--- config.mk ---
export PLATFORM = sky130hd
export DESIGN_NAME = lisp_reader_tokenizer_top
export DESIGN_NICKNAME = d
export VERILOG_FILES = /design/src/hw/rtl/ltok_pkg.sv /design/src/hw/rtl/ltok_fifo.sv /design/src/hw/rtl/ltok_front.sv /design/src/hw/rtl/ltok_back.sv /design/src/hw/rtl/lisp_reader_tokenizer_top.sv
export SDC_FILE = /design/constraint.sdc
export NUM_CORES = 1
export LEC_CHECK = 0
export BUFFER_PORTS_ARGS = -buffer_cell sky130_fd_sc_hd__buf_2
export CAP_MARGIN = 20
export CORE_UTILIZATION = 40
export CTS_CLUSTER_SIZE = 14
export DETAILED_ROUTE_END_ITERATION = 8
export PLACE_DENSITY = 0.64
export SLEW_MARGIN = 30
export SYNTH_ARGS = -nofsm -noshare
export SYNTH_HDL_FRONTEND = slang
export SYNTH_SLANG_ARGS = --single-unit
--- constraint.sdc ---
create_clock -name clk -period 9.3 [get_ports clk]
set_clock_uncertainty 0.05 [all_clocks]
set_input_delay 0.93 -clock clk [delete_from_list [all_inputs] [get_ports clk]]
set_output_delay 0.93 -clock clk [all_outputs]
set_load 0.1 [all_outputs]
--- src/hw/rtl/ltok_pkg.sv ---
`timescale 1ns / 1ps

package ltok_pkg;

  // Byte classes seen by the reader.
  typedef enum logic [2:0] {
    CLS_WS,
    CLS_CONST,
    CLS_SESC,
    CLS_MESC,
    CLS_TMAC,
    CLS_NMAC,
    CLS_BAD
  } cls_t;

  // Result event codes.
  localparam logic [2:0] EV_CHAR  = 3'd0;
  localparam logic [2:0] EV_DONE  = 3'd1;
  localparam logic [2:0] EV_MACRO = 3'd2;
  localparam logic [2:0] EV_RERR  = 3'd3;
  localparam logic [2:0] EV_EOF   = 3'd4;

  // Case conversion modes.
  localparam logic [1:0] CM_UPCASE   = 2'd0;
  localparam logic [1:0] CM_DOWNCASE = 2'd1;
  localparam logic [1:0] CM_PRESERVE = 2'd2;
  localparam logic [1:0] CM_INVERT   = 2'd3;

  // Configuration register indexes.
  localparam logic REG_CASE_MODE   = 1'b0;
  localparam logic REG_MACRO_SLOTS = 1'b1;

  // Fixed syntax characters.
  localparam logic [7:0] CH_HASH = 8'h23;
  localparam logic [7:0] CH_SESC = 8'h27;
  localparam logic [7:0] CH_MESC = 8'h7C;

  localparam int         SLOTS   = 8;
  localparam logic [62:0] VAL_MAX = {63{1'b1}};

  // One classified input item, front to back.
  typedef struct packed {
    logic [7:0] chr;
    logic       at_end;
    cls_t       cls;
  } item_t;

  // Results caused by one item: a first result, and optionally a
  // trailing macro character event.
  typedef struct packed {
    logic [2:0]  ev;
    logic [7:0]  chr;
    logic        num;
    logic [62:0] val;
    logic        two;
    logic [7:0]  mac;
  } bundle_t;

endpackage

--- src/hw/rtl/ltok_fifo.sv ---
`timescale 1ns / 1ps

module ltok_fifo #(
  parameter int Width = 8,
  parameter int Depth = 2
) (
  input  logic             clk,
  input  logic             rst,
  input  logic             wr_en,
  input  logic [Width-1:0] wr_data,
  output logic             full,
  input  logic             rd_en,
  output logic [Width-1:0] rd_data,
  output logic             empty
);

  localparam int PtrW = (Depth > 1) ? $clog2(Depth) : 1;
  localparam int CntW = $clog2(Depth + 1);

  logic [Width-1:0] mem [Depth];
  logic [PtrW-1:0]  wr_ptr;
  logic [PtrW-1:0]  rd_ptr;
  logic [CntW-1:0]  count;
  logic             do_wr;
  logic             do_rd;

  assign full    = (count == CntW'(Depth));
  assign empty   = (count == '0);
  assign do_wr   = wr_en && !full;
  assign do_rd   = rd_en && !empty;
  assign rd_data = mem[rd_ptr];

  // Pointers and fill count.
  always_ff @(posedge clk) begin
    if (rst) begin
      wr_ptr <= '0;
      rd_ptr <= '0;
      count  <= '0;
    end else begin
      if (do_wr) begin
        wr_ptr <= (wr_ptr == PtrW'(Depth - 1)) ? '0 : wr_ptr + 1'b1;
      end
      if (do_rd) begin
        rd_ptr <= (rd_ptr == PtrW'(Depth - 1)) ? '0 : rd_ptr + 1'b1;
      end
      if (do_wr && !do_rd) begin
        count <= count + 1'b1;
      end else if (do_rd && !do_wr) begin
        count <= count - 1'b1;
      end
    end
  end

  // Storage holds payload only.
  always_ff @(posedge clk) begin
    if (do_wr) begin
      mem[wr_ptr] <= wr_data;
    end
  end

endmodule

--- src/hw/rtl/ltok_front.sv ---
`timescale 1ns / 1ps

module ltok_front #(
  parameter int Depth = 2
) (
  input  logic                clk,
  input  logic                rst,
  input  logic                push,
  input  logic [7:0]          in_byte,
  input  logic                at_end,
  input  logic [63:0]         macro_char_slots,
  output logic                full,
  input  logic                rd_en,
  output ltok_pkg::item_t     item,
  output logic                item_valid
);

  import ltok_pkg::*;

  item_t wr_item;
  logic  empty;

  // Sort a byte into its reader class. The hash mark is always a
  // non-terminating macro; a configured slot wins over all else but the hash.
  function automatic cls_t classify(input logic [7:0] c, input logic [63:0] slots);
    logic hit;
    cls_t r;
    hit = 1'b0;
    for (int i = 0; i < SLOTS; i++) begin
      if (slots[i*8 +: 8] != 8'h00 && slots[i*8 +: 8] == c) begin
        hit = 1'b1;
      end
    end
    if (c == CH_HASH) begin
      r = CLS_NMAC;
    end else if (hit) begin
      r = CLS_TMAC;
    end else if (c inside {8'd9, 8'd10, 8'd12, 8'd13, 8'd32}) begin
      r = CLS_WS;
    end else if (c == CH_SESC) begin
      r = CLS_SESC;
    end else if (c == CH_MESC) begin
      r = CLS_MESC;
    end else if (c inside {8'd8, "!", "$", "%", "&", "*", "+", "-", ".", "/", ":",
                           "<", "=", ">", "?", "@", "[", "]", "^", "_", "{", "}",
                           "~", ["0":"9"], ["a":"z"], ["A":"Z"]}) begin
      r = CLS_CONST;
    end else begin
      r = CLS_BAD;
    end
    return r;
  endfunction

  // Classify on the way into the queue.
  always_comb begin
    wr_item.chr    = in_byte;
    wr_item.at_end = at_end;
    wr_item.cls    = classify(in_byte, macro_char_slots);
  end

  ltok_fifo #(
    .Width ($bits(item_t)),
    .Depth (Depth)
  ) u_queue (
    .clk     (clk),
    .rst     (rst),
    .wr_en   (push),
    .wr_data (wr_item),
    .full    (full),
    .rd_en   (rd_en),
    .rd_data (item),
    .empty   (empty)
  );

  assign item_valid = !empty;

endmodule

--- src/hw/rtl/ltok_back.sv ---
`timescale 1ns / 1ps

module ltok_back (
  input  logic              clk,
  input  logic              rst,
  input  logic [1:0]        case_mode,
  input  ltok_pkg::item_t   item,
  input  logic              item_valid,
  output logic              item_take,
  input  logic              res_full,
  output logic              res_we,
  output ltok_pkg::bundle_t res
);

  import ltok_pkg::*;

  typedef enum logic [2:0] {
    M_IDLE,
    M_TOK,
    M_MULTI,
    M_ESC_TOK,
    M_ESC_MULTI
  } mode_t;

  mode_t       mode;
  mode_t       mode_next;
  logic        esc;
  logic        esc_next;
  logic        dig;
  logic        dig_next;
  logic [62:0] val;
  logic [62:0] val_next;

  logic        fire;
  logic [7:0]  cc;
  logic        is_up;
  logic        is_lo;
  logic        dec_char;
  logic [66:0] acc_wide;
  logic [62:0] acc_sat;
  logic        num_ok;
  logic        take_char;
  logic        take_done;
  logic        take_fail;
  logic        take_mac;
  logic        add_mac;
  logic [2:0]  fail_ev;

  assign fire      = item_valid && !res_full;
  assign item_take = fire;

  // Case conversion touches letters only.
  always_comb begin
    is_up = item.chr inside {["A":"Z"]};
    is_lo = item.chr inside {["a":"z"]};
    cc    = item.chr;
    case (case_mode)
      CM_UPCASE:   cc = is_lo ? item.chr - 8'd32 : item.chr;
      CM_DOWNCASE: cc = is_up ? item.chr + 8'd32 : item.chr;
      CM_PRESERVE: cc = item.chr;
      CM_INVERT: begin
        if (is_up) begin
          cc = item.chr + 8'd32;
        end else if (is_lo) begin
          cc = item.chr - 8'd32;
        end
      end
      default: cc = item.chr;
    endcase
  end

  // Decimal accumulate: times ten by shift and add, then saturate.
  assign dec_char = cc inside {["0":"9"]};
  assign acc_wide = 67'({val, 3'b000}) + 67'({val, 1'b0}) + 67'(cc[3:0]);
  assign acc_sat  = (acc_wide[66:63] != 4'd0) ? VAL_MAX : acc_wide[62:0];
  assign num_ok   = dig && !esc;

  // Reader transitions for one item.
  always_comb begin
    mode_next = mode;
    esc_next  = esc;
    dig_next  = dig;
    val_next  = val;
    take_char = 1'b0;
    take_done = 1'b0;
    take_fail = 1'b0;
    take_mac  = 1'b0;
    add_mac   = 1'b0;
    fail_ev   = EV_RERR;
    res       = '0;
    res_we    = 1'b0;

    if (fire) begin
      case (mode)
        M_TOK: begin
          if (item.at_end) begin
            take_done = 1'b1;
          end else begin
            case (item.cls)
              CLS_CONST, CLS_NMAC: take_char = 1'b1;
              CLS_SESC: begin
                esc_next  = 1'b1;
                mode_next = M_ESC_TOK;
              end
              CLS_MESC: begin
                esc_next  = 1'b1;
                mode_next = M_MULTI;
              end
              CLS_TMAC: begin
                take_done = 1'b1;
                add_mac   = 1'b1;
              end
              CLS_WS:  take_done = 1'b1;
              default: take_fail = 1'b1;
            endcase
          end
        end
        M_MULTI: begin
          if (item.at_end) begin
            take_fail = 1'b1;
            fail_ev   = EV_EOF;
          end else begin
            case (item.cls)
              CLS_SESC: begin
                esc_next  = 1'b1;
                mode_next = M_ESC_MULTI;
              end
              CLS_MESC: begin
                esc_next  = 1'b1;
                mode_next = M_TOK;
              end
              CLS_BAD: take_fail = 1'b1;
              default: take_char = 1'b1;
            endcase
          end
        end
        M_ESC_TOK, M_ESC_MULTI: begin
          if (item.at_end) begin
            take_fail = 1'b1;
            fail_ev   = EV_EOF;
          end else begin
            take_char = 1'b1;
            esc_next  = 1'b1;
            mode_next = (mode == M_ESC_TOK) ? M_TOK : M_MULTI;
          end
        end
        default: begin
          mode_next = M_IDLE;
          if (item.at_end) begin
            take_fail = 1'b1;
            fail_ev   = EV_EOF;
          end else begin
            case (item.cls)
              CLS_TMAC, CLS_NMAC: take_mac = 1'b1;
              CLS_SESC: begin
                esc_next  = 1'b1;
                mode_next = M_ESC_TOK;
              end
              CLS_MESC: begin
                esc_next  = 1'b1;
                mode_next = M_MULTI;
              end
              CLS_CONST: begin
                take_char = 1'b1;
                mode_next = M_TOK;
              end
              CLS_WS:  mode_next = M_IDLE;
              default: take_fail = 1'b1;
            endcase
          end
        end
      endcase
    end

    // Token character: fold into the running value and type.
    if (take_char) begin
      res_we   = 1'b1;
      res.ev   = EV_CHAR;
      res.chr  = cc;
      dig_next = dig && dec_char;
      val_next = dec_char ? acc_sat : val;
    end

    // Macro character seen outside a token.
    if (take_mac) begin
      res_we  = 1'b1;
      res.ev  = EV_MACRO;
      res.chr = item.chr;
    end

    // Token end, with an optional trailing macro event.
    if (take_done) begin
      res_we    = 1'b1;
      res.ev    = EV_DONE;
      res.num   = num_ok;
      res.val   = num_ok ? val : '0;
      res.two   = add_mac;
      res.mac   = item.chr;
      esc_next  = 1'b0;
      dig_next  = 1'b1;
      val_next  = '0;
      mode_next = M_IDLE;
    end

    // Error drops the token.
    if (take_fail) begin
      res_we    = 1'b1;
      res.ev    = fail_ev;
      esc_next  = 1'b0;
      dig_next  = 1'b1;
      val_next  = '0;
      mode_next = M_IDLE;
    end
  end

  // Reader state.
  always_ff @(posedge clk) begin
    if (rst) begin
      mode <= M_IDLE;
      esc  <= 1'b0;
      dig  <= 1'b1;
      val  <= '0;
    end else begin
      mode <= mode_next;
      esc  <= esc_next;
      dig  <= dig_next;
      val  <= val_next;
    end
  end

endmodule

--- src/hw/rtl/lisp_reader_tokenizer_top.sv ---
`timescale 1ns / 1ps

// Channel   Direction  Handshake          Payload
// input     in         push / full        in_byte, at_end
// result    out        empty / pop        event_res, out_char, is_number,
//                                          number_value, last
// config    in         cfg_we             cfg_index, cfg_data
//
// The input queue takes one item per cycle while not full; the reader
// retires one item per cycle whenever the result queue has a free entry.
// Each result passes the registered input queue, then the result queue.
// Results leave one per cycle while pop is held, so an item that causes two
// results takes two pops; the result queue absorbs that as input flows on.
// Synchronous reset empties both queues, returns the reader to idle, and
// sets case mode to upcase with no macro slots.
// full rises when the input queue holds MidDepth items; the reader halts
// while the result queue is full.
module lisp_reader_tokenizer_top #(
  parameter int MidDepth = 2,
  parameter int OutDepth = 4
) (
  input  logic        clk,
  input  logic        rst,
  input  logic        push,
  output logic        full,
  input  logic [7:0]  in_byte,
  input  logic        at_end,
  output logic        empty,
  input  logic        pop,
  output logic [2:0]  event_res,
  output logic [7:0]  out_char,
  output logic        is_number,
  output logic [62:0] number_value,
  output logic        last,
  input  logic        cfg_we,
  input  logic        cfg_index,
  input  logic [63:0] cfg_data
);

  import ltok_pkg::*;

  logic [1:0]  case_mode;
  logic [63:0] macro_char_slots;

  item_t   item;
  logic    item_valid;
  logic    item_take;
  logic    res_we;
  logic    res_full;
  bundle_t res;
  bundle_t head;
  logic    second;
  logic    head_take;

  // Configuration registers.
  always_ff @(posedge clk) begin
    if (rst) begin
      case_mode        <= CM_UPCASE;
      macro_char_slots <= '0;
    end else if (cfg_we) begin
      case (cfg_index)
        REG_CASE_MODE:   case_mode        <= cfg_data[1:0];
        REG_MACRO_SLOTS: macro_char_slots <= cfg_data;
        default:         case_mode        <= case_mode;
      endcase
    end
  end

  ltok_front #(
    .Depth (MidDepth)
  ) u_front (
    .clk              (clk),
    .rst              (rst),
    .push             (push),
    .in_byte          (in_byte),
    .at_end           (at_end),
    .macro_char_slots (macro_char_slots),
    .full             (full),
    .rd_en            (item_take),
    .item             (item),
    .item_valid       (item_valid)
  );

  ltok_back u_back (
    .clk        (clk),
    .rst        (rst),
    .case_mode  (case_mode),
    .item       (item),
    .item_valid (item_valid),
    .item_take  (item_take),
    .res_full   (res_full),
    .res_we     (res_we),
    .res        (res)
  );

  ltok_fifo #(
    .Width ($bits(bundle_t)),
    .Depth (OutDepth)
  ) u_results (
    .clk     (clk),
    .rst     (rst),
    .wr_en   (res_we),
    .wr_data (res),
    .full    (res_full),
    .rd_en   (head_take),
    .rd_data (head),
    .empty   (empty)
  );

  // An entry with a trailing macro event is shown twice before it leaves.
  assign head_take = pop && !empty && (second || !head.two);

  always_ff @(posedge clk) begin
    if (rst) begin
      second <= 1'b0;
    end else if (pop && !empty) begin
      second <= head.two && !second;
    end
  end

  // Result ports.
  always_comb begin
    if (second) begin
      event_res    = EV_MACRO;
      out_char     = head.mac;
      is_number    = 1'b0;
      number_value = '0;
      last         = 1'b1;
    end else begin
      event_res    = head.ev;
      out_char     = head.chr;
      is_number    = head.num;
      number_value = head.val;
      last         = !head.two;
    end
  end

  // The second half of an entry is only ever shown for a two-result entry.
  a_second_needs_pair: assert property (@(posedge clk) disable iff (rst)
    second |-> (!empty && head.two))
    else $error("trailing macro shown without a two-result entry");

  // The reader never writes into a full result queue.
  a_no_overflow: assert property (@(posedge clk) disable iff (rst)
    res_we |-> !res_full)
    else $error("result queue written while full");

  // A two-result entry always leads with a token-done event.
  a_pair_is_done: assert property (@(posedge clk) disable iff (rst)
    (!empty && head.two) |-> (head.ev == EV_DONE))
    else $error("two-result entry without token done");

  // A popped first half of a pair is followed by its macro half.
  a_pair_order: assert property (@(posedge clk) disable iff (rst)
    (pop && !empty && head.two && !second) |=> (second && event_res == EV_MACRO))
    else $error("macro half of a pair did not follow");

endmodule

# After elaboration in Yosys (flattened, before gate mapping)
# Memory sizes are Yosys's and may differ from the RTL's. A register that Yosys moved wholly into a read port is not among the register bits.
# Index checks and enable logic that the tools add are counted.
# word_totals
reg_bits	146
latchBits	0
mem_bits_rw	360
romBits	0
output_inout_bits	78
word_cells	269
n_memories	2
# memory_table
memory	depth	width	read_ports	rd_ports_with_merged_regs	wr	line_no	source
u_results.mem	4	84	1	1	1	ltok_fifo.sv:20	logic [Width-1:0] mem [Depth];
u_front.u_queue.mem	2	12	1	1	1	ltok_fifo.sv:20	
# classes
add_sub_neg	12
n_mul	0
div_mod_pow	0
magnitude_cmp	12
eq_ne	61
shifts	0
n_mux	95
bitwise_logic	2
reduce_logical	72
# ops
op	count
$mux W63	3
$eq A8 B6 Y1 const B	17
$mux W73	1
$eq A8 B7 Y1 const B	9
$add A66 B64 Y67	1
$add A67 B4 Y67	1
$eq A8 B8 Y1	8
$reduce_bool A8 Y1	8
$mux W1	53
$mux W3	17
$eq A8 B4 Y1 const B	5
$mux W8	5
$ge A8 B7 Y1 const B	4
$le A8 B7 Y1 const B	4
$pmux W8 S4	1
$logic_and A1 B1 Y1	28
$reduce_bool A26 Y1	1
$ge A8 B6 Y1 const B	2
$le A8 B6 Y1 const B	2
$mux W2	8
$eq A3 B3 Y1 const B	5
$eq A3 B2 Y1 const B	4
$pmux W3 S2	2
$logic_not A1 Y1	11
other kinds (30)	54

# Depth between registers and ports, before layout
# Gate-level depths: netlist of the first run.
# depth
ltp_word	15
ltp_mapped	18
ltp_nobuf	15

# Hierarchy
# A second synthesis of the first run with hierarchy kept.
# hier_totals
cells_unflattened	2207
area_unflattened_um2	26440.4
# by_module_without_submodules
mod	n_inst	cells_each	area_per_inst_um2
ltok_fifo at u_results	1	488	12613.3
ltok_back	1	1114	8421.8
lisp_reader_tokenizer_top	1	375	3111.7
ltok_front	1	168	1214.9
ltok_fifo at u_front.u_queue	1	62	1078.5

# Least setup slack after synthesis of the first run
# No wires, ideal clock.
# synth_path
path_kind	register -> register
start	reg with a tool-made name
end	mem u_results.mem[0][0] in the netlist's numbering (enable)
setup_time_ps	452
t_arrival_ps	4227
required_time_ps	8798
path_slack_ps	4572
path_stages_with_launch	11
path_buffers	4
synth_period_minus_slack_ps	4728
path_cell_list	dfxtp_1 -> buf_6 -> buf_2 -> mux2i_1 -> clkbuf_1 -> nand4_1 -> nand2b_1 -> and2_1 -> clkbuf_1 -> nand2_1 -> and2_1
# synth_lines
item	line_no
end, declared	ltok_fifo.sv:20

==> results by group, run 1 <==
Status
  – Status: finished clean

STA
  – Fmax: 186 MHz
  – Max_slew headroom: 37.2%
  – Final Hold Fails: 0
  – Final period util: 57.9%
  – Final worst path period need: 5390 ps
  – RSZ-0062 raised after global routing: false
  – Final setup fails: 0
  – Slew at the pin with the worst max-slew slack: roughly 920 ps
  – Worst hold slack: 426 ps
  – Setup slack after layout: 3910 ps
  – Max Transition Viols Final: 0
  – Fin Setup TNS: 0 ps

Yosys
  – Avg Cell Area, Syn: 12.0 um2
  – Synth Register Bits: a little over 500
  – Synth Area in Compound Gates: 12.6%
  – Ys async rst share: 0%
  – Mux contribution to synthesized area: ~8.5%
  – Area leader, netlist: edfxtp_1
  – Syn Nets: about 2400
  – Post-synthesis xor/xnor area fraction: approximately 4.2%
  – Share of the synthesized area in the top cell type: 41.9%
  – Simple-gate area share of the yosys netlist: 12.0%
  – Number of flops mapped to enable cells by yosys: between 300 and 400
  – Synth Warn #: 0
  – Synth top area cells: edfxtp_1 42%, dfxtp_1 12%, mux4_2 7.3%
  – Synthesized instance count: 2159
  – Ys flop type: edfxtp_1
  – Register area share after synthesis: 53.4%
  – Post-Syn Area: approximately 26000 um2
  – Main combinational cell family by area after synthesis: compound AO/OA/AOI/OAI gates
  – Unique masters post-synth: 86
  – Post-synthesis adder-cell area fraction: 6.77%

Power
  – PnR Total Power: around 8.4 mW
  – NetSw: 3.59 mW
  – PD cells: 290 nW/um2
  – Leakage Power: between 10 and 15 nW
  – Peak supply drop: 204 uV
  – Internal: 4.86 mW
  – Combinational Power Share: around two fifths
  – Seq pwr share: 35.6%
  – Sw frac: a little over two fifths
  – Clk pwr share: 25.6%

Finish
  – Area Growth Syn to Fin: 12.7%
  – Ant diodes: 0
  – Post-route cell area: 29100 um2
  – Final Non-Filler Cells: 3154
  – Layout cell share with drive strength beyond 1: 19.4%
  – Final core occ: 45.9%
  – Nets: 2480
  – # fillers: 5696

GRT
  – Antenna violations before repair: 2
  – Remaining Overflow, GRT: 0
  – Largest net degree at the start of global routing: 85
  – First-pass GRT wire length: ~94 mm
  – Vias in the first global route: 17600
  – Overall routing resource usage: 17.6%

CTS
  – CTS Hold Bufs: 0
  – Worst-path clk slew: roughly 60 ps
  – Post-CTS Setup Bufs: 0
  – Max clock buf depth: 3
  – Worst skew pair latency: 630 ps
  – Sink Count: 509
  – Root Driver: clkbuf_16
  – CTS-repair resized insts: 0
  – # H-tree levels: 2
  – Total CTS buffers: 54
  – CTS tree: done

Detailed routing
  – Drt first pass iters: 5
  – Via-to-Cell Ratio: 5.44
  – DR iter-0 viols: 1095
  – Routed wire per std cell: 18.3 um
  – DRC: 0
  – Via count: ~17000
  – Final WL: 57.8 mm
  – Antenna Violating Nets Remaining: 0

Worst setup path
  – CP Max Fanout: 38
  – Worst Path Class, Setup: reg2reg
  – CP Launch Type: register
  – Crit path DAT: 5790 ps
  – Critical Path RT: 9700 ps
  – CP endpoint kind: register

Min path
  – HP Class: reg2reg

Placed design
  – RD Place Congestion: 0.876
  – Dpl ws: 3650 ps
  – Dpl cell area: 27300 um2
  – Hpwl dp: 38.3 mm
  – Placed instance count: 3052
  – IO buf count: 156

Floorplan
  – Height of the die: 256 um
  – Die area: 65600 um2
  – Horiz. Die Dim: 256 um
  – Row Count: between 90 and 100
  – Core area: 63400 um2
  – Io pins: 157
  – Starting Density: roughly 40%

Job
  – Max-cap violations: 0
==> state kept, by name (all words and copies together) (netlist names), named ones only <==
signal and flops:
u_results.rd_ptr 2, case_mode 2, u_front.u_queue.mem 24, u_results.mem 336, u_back.val 63, u_back.mode 3
u_results.count 3, second 1, u_back.esc 1, u_front.u_queue.rd_ptr 1, u_results.wr_ptr 2, macro_char_slots 64
u_front.u_queue.wr_ptr 1, u_back.dig 1, u_front.u_queue.count 2
==> routing by layer <==
layer	vias up	global-route usage [%]	part of all wire, %
li1	8272	-	-
met3	74	2.86	4.0
met1	8484	23.2	46
met2	323	30.1	49
met5	-	0	0.014
met4	2	4.08	1.5
==> layout by cell type (no fill, tap or decap), drive strengths merged, types with 15 or more instances in the layout <==
| cell type | Yosys | final |
|---|---|---|
| dfxtp | 149 | 149 |
| ha | 135 | 135 |
| nand2b | 15 | 15 |
| nand2 | 209 | 209 |
| nand3 | 23 | 23 |
| a21o | 27 | 27 |
| xor2 | 88 | 88 |
| nand4 | 26 | 26 |
| nor2b | 75 | 75 |
| xnor2 | 35 | 35 |
| nor3 | 34 | 34 |
| inv | 32 | 36 |
| o211ai | 17 | 17 |
| buf | 27 | 170 |
| nor4 | 24 | 24 |
| a21oi | 240 | 240 |
| and2 | 73 | 73 |
| mux2i | 18 | 18 |
| nor2 | 92 | 92 |
| o21ai | 122 | 122 |
| edfxtp | 360 | 360 |
| clkbuf | 95 | 81 |
| mux4 | 84 | 84 |
==> kinds of logic after synthesis <==
| logic type | count (synthesis) |
|---|---|
| buf+inv | 154 |
| fa+ha+maj | 138 |
| flops | 509 |
| compound gates | 506 |
| mux | 113 |
| simple gates | 616 |
| xor+xnor | 123 |
==> final timing paths <==
check / slack, ps / end / start / cells past startpoint
max: 3910 / u_back.val[0]$_SDFFE_PP0P_ / register / 15
min: 430 / macro_char_slots[29]$_SDFFE_PP0P_ / macro_char_slots[29]$_SDFFE_PP0P_ / 2
max reg2reg: 3910 / u_back.val[0]$_SDFFE_PP0P_ / register / 15
min reg2reg: 430 / macro_char_slots[29]$_SDFFE_PP0P_ / macro_char_slots[29]$_SDFFE_PP0P_ / 2
==> critical path, stage by stage (launching register included) <==
cell and delay, ps:
dfxtp_2 680, mux2i_1 430, inv_1 110, fa_1 500, ha_1 310, a21oi_1 80
nor2_1 190, o21ai_2 150, a211oi_1 410, o211ai_1 160, a2111oi_1 640, mux2i_1 360
o2111ai_4 170, nor4_4 200, buf_4 600, a21oi_1 170
==> area by class of cell <==
cell class,count,area (um2),share of cell area [%]
Sequential cell,509,13800,47.4
Multi-Input combinational cell,1496,11400,39.2
Clock buffer,81,1570,5.39
Tap cell,846,1060,3.64
Clock inverter,20,231,0.795
Inverter,32,120,0.413
Timing Repair Buffer,170,910,3.12
==> cells in the mapped netlist, drive strengths merged (4+ instances only) <==
| cell | count |
|---|---|
| edfxtp | 360 |
| a21oi | 240 |
| nand2 | 209 |
| dfxtp | 149 |
| ha | 135 |
| o21ai | 122 |
| clkbuf | 95 |
| nor2 | 92 |
| xor2 | 88 |
| mux4 | 84 |
| nor2b | 75 |
| and2 | 73 |
| xnor2 | 35 |
| nor3 | 34 |
| inv | 32 |
| a21o | 27 |
| buf | 27 |
| nand4 | 26 |
| nor4 | 24 |
| nand3 | 23 |
| mux2i | 18 |
| o211ai | 17 |
| nand2b | 15 |
| and3 | 11 |
| mux2 | 11 |
| o21bai | 11 |
| a211oi | 10 |
| a31oi | 10 |
| or3 | 9 |
| a2111oi | 8 |
| o21a | 6 |
| a221oi | 5 |
| a22oi | 5 |
| nand3b | 5 |
| nor3b | 5 |
| and4 | 4 |
| o2111ai | 4 |
| o22ai | 4 |
| o31ai | 4 |
| or2 | 4 |
==> power by group through the flow <==
stage	logic [mW]	registers [mW]	clock network [mW]
2_1_floorplan	2.80	2.98	0
3_3_place_gp	3.29	3.05	0
3_5_place_dp	3.31	3.07	0
4_1_cts	3.32	3.03	2.21
5_1_grt	3.45	3.05	2.30
6_report	3.28	3.00	2.16
Power figures use the tool's default switching activity.
==> inputs of run 2 (changes only) <==
--- a/config.mk
+++ b/config.mk
@@ -10,7 +10,7 @@
 export CORE_UTILIZATION = 40
 export CTS_CLUSTER_SIZE = 14
 export DETAILED_ROUTE_END_ITERATION = 8
-export PLACE_DENSITY = 0.64
+export PLACE_DENSITY = 0.66
 export SLEW_MARGIN = 30
 export SYNTH_ARGS = -nofsm -noshare
 export SYNTH_HDL_FRONTEND = slang
==> constraint.sdc (replaced) <==
create_clock -name clk -period 4.3 [get_ports clk]
set_clock_uncertainty 0.05 [all_clocks]
set_input_delay 0.43 -clock clk [delete_from_list [all_inputs] [get_ports clk]]
set_output_delay 0.43 -clock clk [all_outputs]
set_load 0.1 [all_outputs]
==> results by group, run 2 (synthesis gave the netlist of run 1 again) <==
Status
  – Status: finished clean

STA
  – Final setup fails: 0 (unchanged)
  – Final period util: 97.8% (+40 points)
  – Slew at the pin with the worst max-slew slack: 853 ps (-62.6 ps)
  – RSZ-0062 raised after global routing: true
  – Max_slew headroom: 43.2% (+5.9 points)
  – Max Transition Viols Final: 0 (unchanged)
  – Final worst path period need: 4200 ps (-1180 ps)
  – Final Hold Fails: 0 (unchanged)
  – Fmax: 238 MHz (+28%)

Worst setup path
  – Most common cell on crit path: a21oi_2
  – Worst R2R Setup Slack: 100 ps (-3820 ps)
  – Critical Path RT: 4730 ps (-4970 ps)
  – Critical path cell sequence: mux2i_4 > inv_2 > fa_1 > ha_1 > a21oi_2 > nor2_2 > o21ai_4 > a211oi_2 > o211ai_1 > a2111oi_4 > mux2i_1 > o2111ai_4 > nor4_4 > buf_6 > clkbuf_16 > a21oi_2
  – Crit path DAT: 4630 ps (-1160 ps)
  – CP Launch Type: register
  – Worst Path Class, Setup: reg2reg
  – CP Max Fanout: 7 (-82%)
  – CP max stage cell: fa_1
  – CP peak stage delay: 490 ps (-190 ps)
  – CP endpoint kind: register

CTS
  – CTS tree: done
  – Total CTS buffers: 53 (-1.9%)
  – Worst-path clk slew: 60 ps (about the same)
  – # H-tree levels: 2 (unchanged)
  – Root Driver: clkbuf_16
  – Sink Count: 509 (unchanged)
  – Worst skew pair latency: 620 ps (about the same)
  – Max clock buf depth: 3 (unchanged)

Detailed routing
  – Antenna Violating Nets Remaining: 0 (unchanged)
  – Drt first pass iters: 5 (unchanged)
  – Final WL: 60.0 mm (+3.8%)
  – Via count: 17800 (+3.6%)
  – Via-to-Cell Ratio: 5.45 (+0.25%)
  – DR iter-0 viols: 1136 (+3.7%)
  – Routed wire per std cell: 18.4 um (+0.46%)
  – DRC: 0 (unchanged)

Floorplan
  – Io pins: 157 (unchanged)
  – Die area: 65600 um2 (unchanged)
  – Starting Density: 40.7% (unchanged)
  – Horiz. Die Dim: 256 um (unchanged)
  – Height of the die: 256 um (unchanged)
  – Core area: 63400 um2 (unchanged)
  – Row Count: 92 (unchanged)

Finish
  – Area Growth Syn to Fin: 17.6%
  – Most flops, register: u_results.mem
  – Layout cell share with drive strength beyond 1: 21.1% (+1.7 points)
  – Nets: 2586 (+4.3%)
  – Top Registers: u_results.mem x336, macro_char_slots x64, u_back.val x63
  – Most frequent cells in the layout: 360 x edfxtp_1, 207 x nand2_1, 178 x a21oi_1, 156 x buf_2, 145 x dfxtp_1
  – Final Non-Filler Cells: 3260 (+3.4%)
  – Max FFs per register: 336 (unchanged)
  – Post-route cell area: 30400 um2 (+4.3%)
  – Commonest non-fill, non-tap cell in the layout: edfxtp_1
  – Ant diodes: 0 (unchanged)
  – Final core occ: 47.9% (+2.0 points)

Min path
  – HP Class: in2reg

GRT
  – Overall routing resource usage: 18.2% (+0.57 points)
  – Vias in the first global route: 18400 (+4.5%)
  – Largest net degree at the start of global routing: 84 (-1.2%)
  – Antenna violations before repair: 1 (-1)
  – First-pass GRT wire length: 96.8 mm (+3.0%)
  – Remaining Overflow, GRT: 0 (unchanged)

Placed design
  – Hpwl dp: 39.8 mm (+4.0%)
  – Placed instance count: 3080 (+0.92%)
  – Dpl cell area: 27700 um2 (+1.4%)
  – RD Place Congestion: 0.890 (+1.6%)
  – IO buf count: 156 (unchanged)

Power
  – Peak supply drop: 547 uV (+170%)
  – PD cells: 607 nW/um2 (+110%)
  – PnR Total Power: 18.4 mW (+120%)
  – Leakage Power: 11.1 nW (+4.8%)

Job
  – Max-cap violations: 0 (unchanged)
-- run 2: area by class of cell --
class	count	area, um2
flip-flops and latches	509	13800
inverters	32	120
clock buffers	81	1550
fillers	5536	33000
well taps	846	1060
multi-input cells	1496	11600
repair buffers	277	2040
clock inverters	19	235
-- run 2: critical path: cells and delay by family, from the launching register on --
family                     cells  cell delay [ps]
DFF                            1              410
buffers and inverters          3              470
muxes                          2              590
and+or+nand+nor                2              540
adders and majority gates      2              810
AOI/OAI and AO/OA              7             1190
-- run 2: final timing paths --
kind                                                   startpoint                                end  depth (start not counted)
worst max-delay path                                     register        u_back.val[40]$_SDFFE_PP0P_                         16
worst min-delay path                                 cfg_data[39]  macro_char_slots[39]$_SDFFE_PP0P_                          3
worst max register to register                           register        u_back.val[40]$_SDFFE_PP0P_                         16
worst min register to register  macro_char_slots[44]$_SDFFE_PP0P_  macro_char_slots[44]$_SDFFE_PP0P_                          2
-- run 2: where the power goes --
part	switching [mW]	internal [mW]
clock network	1.92	2.73
logic	5.59	1.78
registers	0.276	6.14
-- run 2: per-stage QoR --
stage	hold WS, ps	setup TNS [ps]	setup slack (ps)
6_report	37.7	0	95.7
5_1_grt	15.6	-2490	-66.4
4_1_cts	1.64	0	38.3
3_5_place_dp	419	-954	-33.5
3_3_place_gp	408	0	80.1
2_1_floorplan	397	-2100	-39.6
-- run 2: layer usage --
layer / vias up / part of all wire, % / global-route usage [%]
met3: 112 / 4.8 / 2.83
met1: 8717 / 44 / 23.5
met5: - / 0 / 0
li1: 8497 / - / -
met2: 449 / 49 / 31.3
met4: 0 / 2.3 / 5.14
-- run 2: repair_timing --
item                                   in CTS  in global routing
buffers inserted                            0                 15
resized for setup                           2                 20
pin swaps                                   0                  7
endpoints found under the hold margin      64                  0
setup endpoints to repair                  59                 60
cloned                                      0                  3
hold buffers                               62                  0
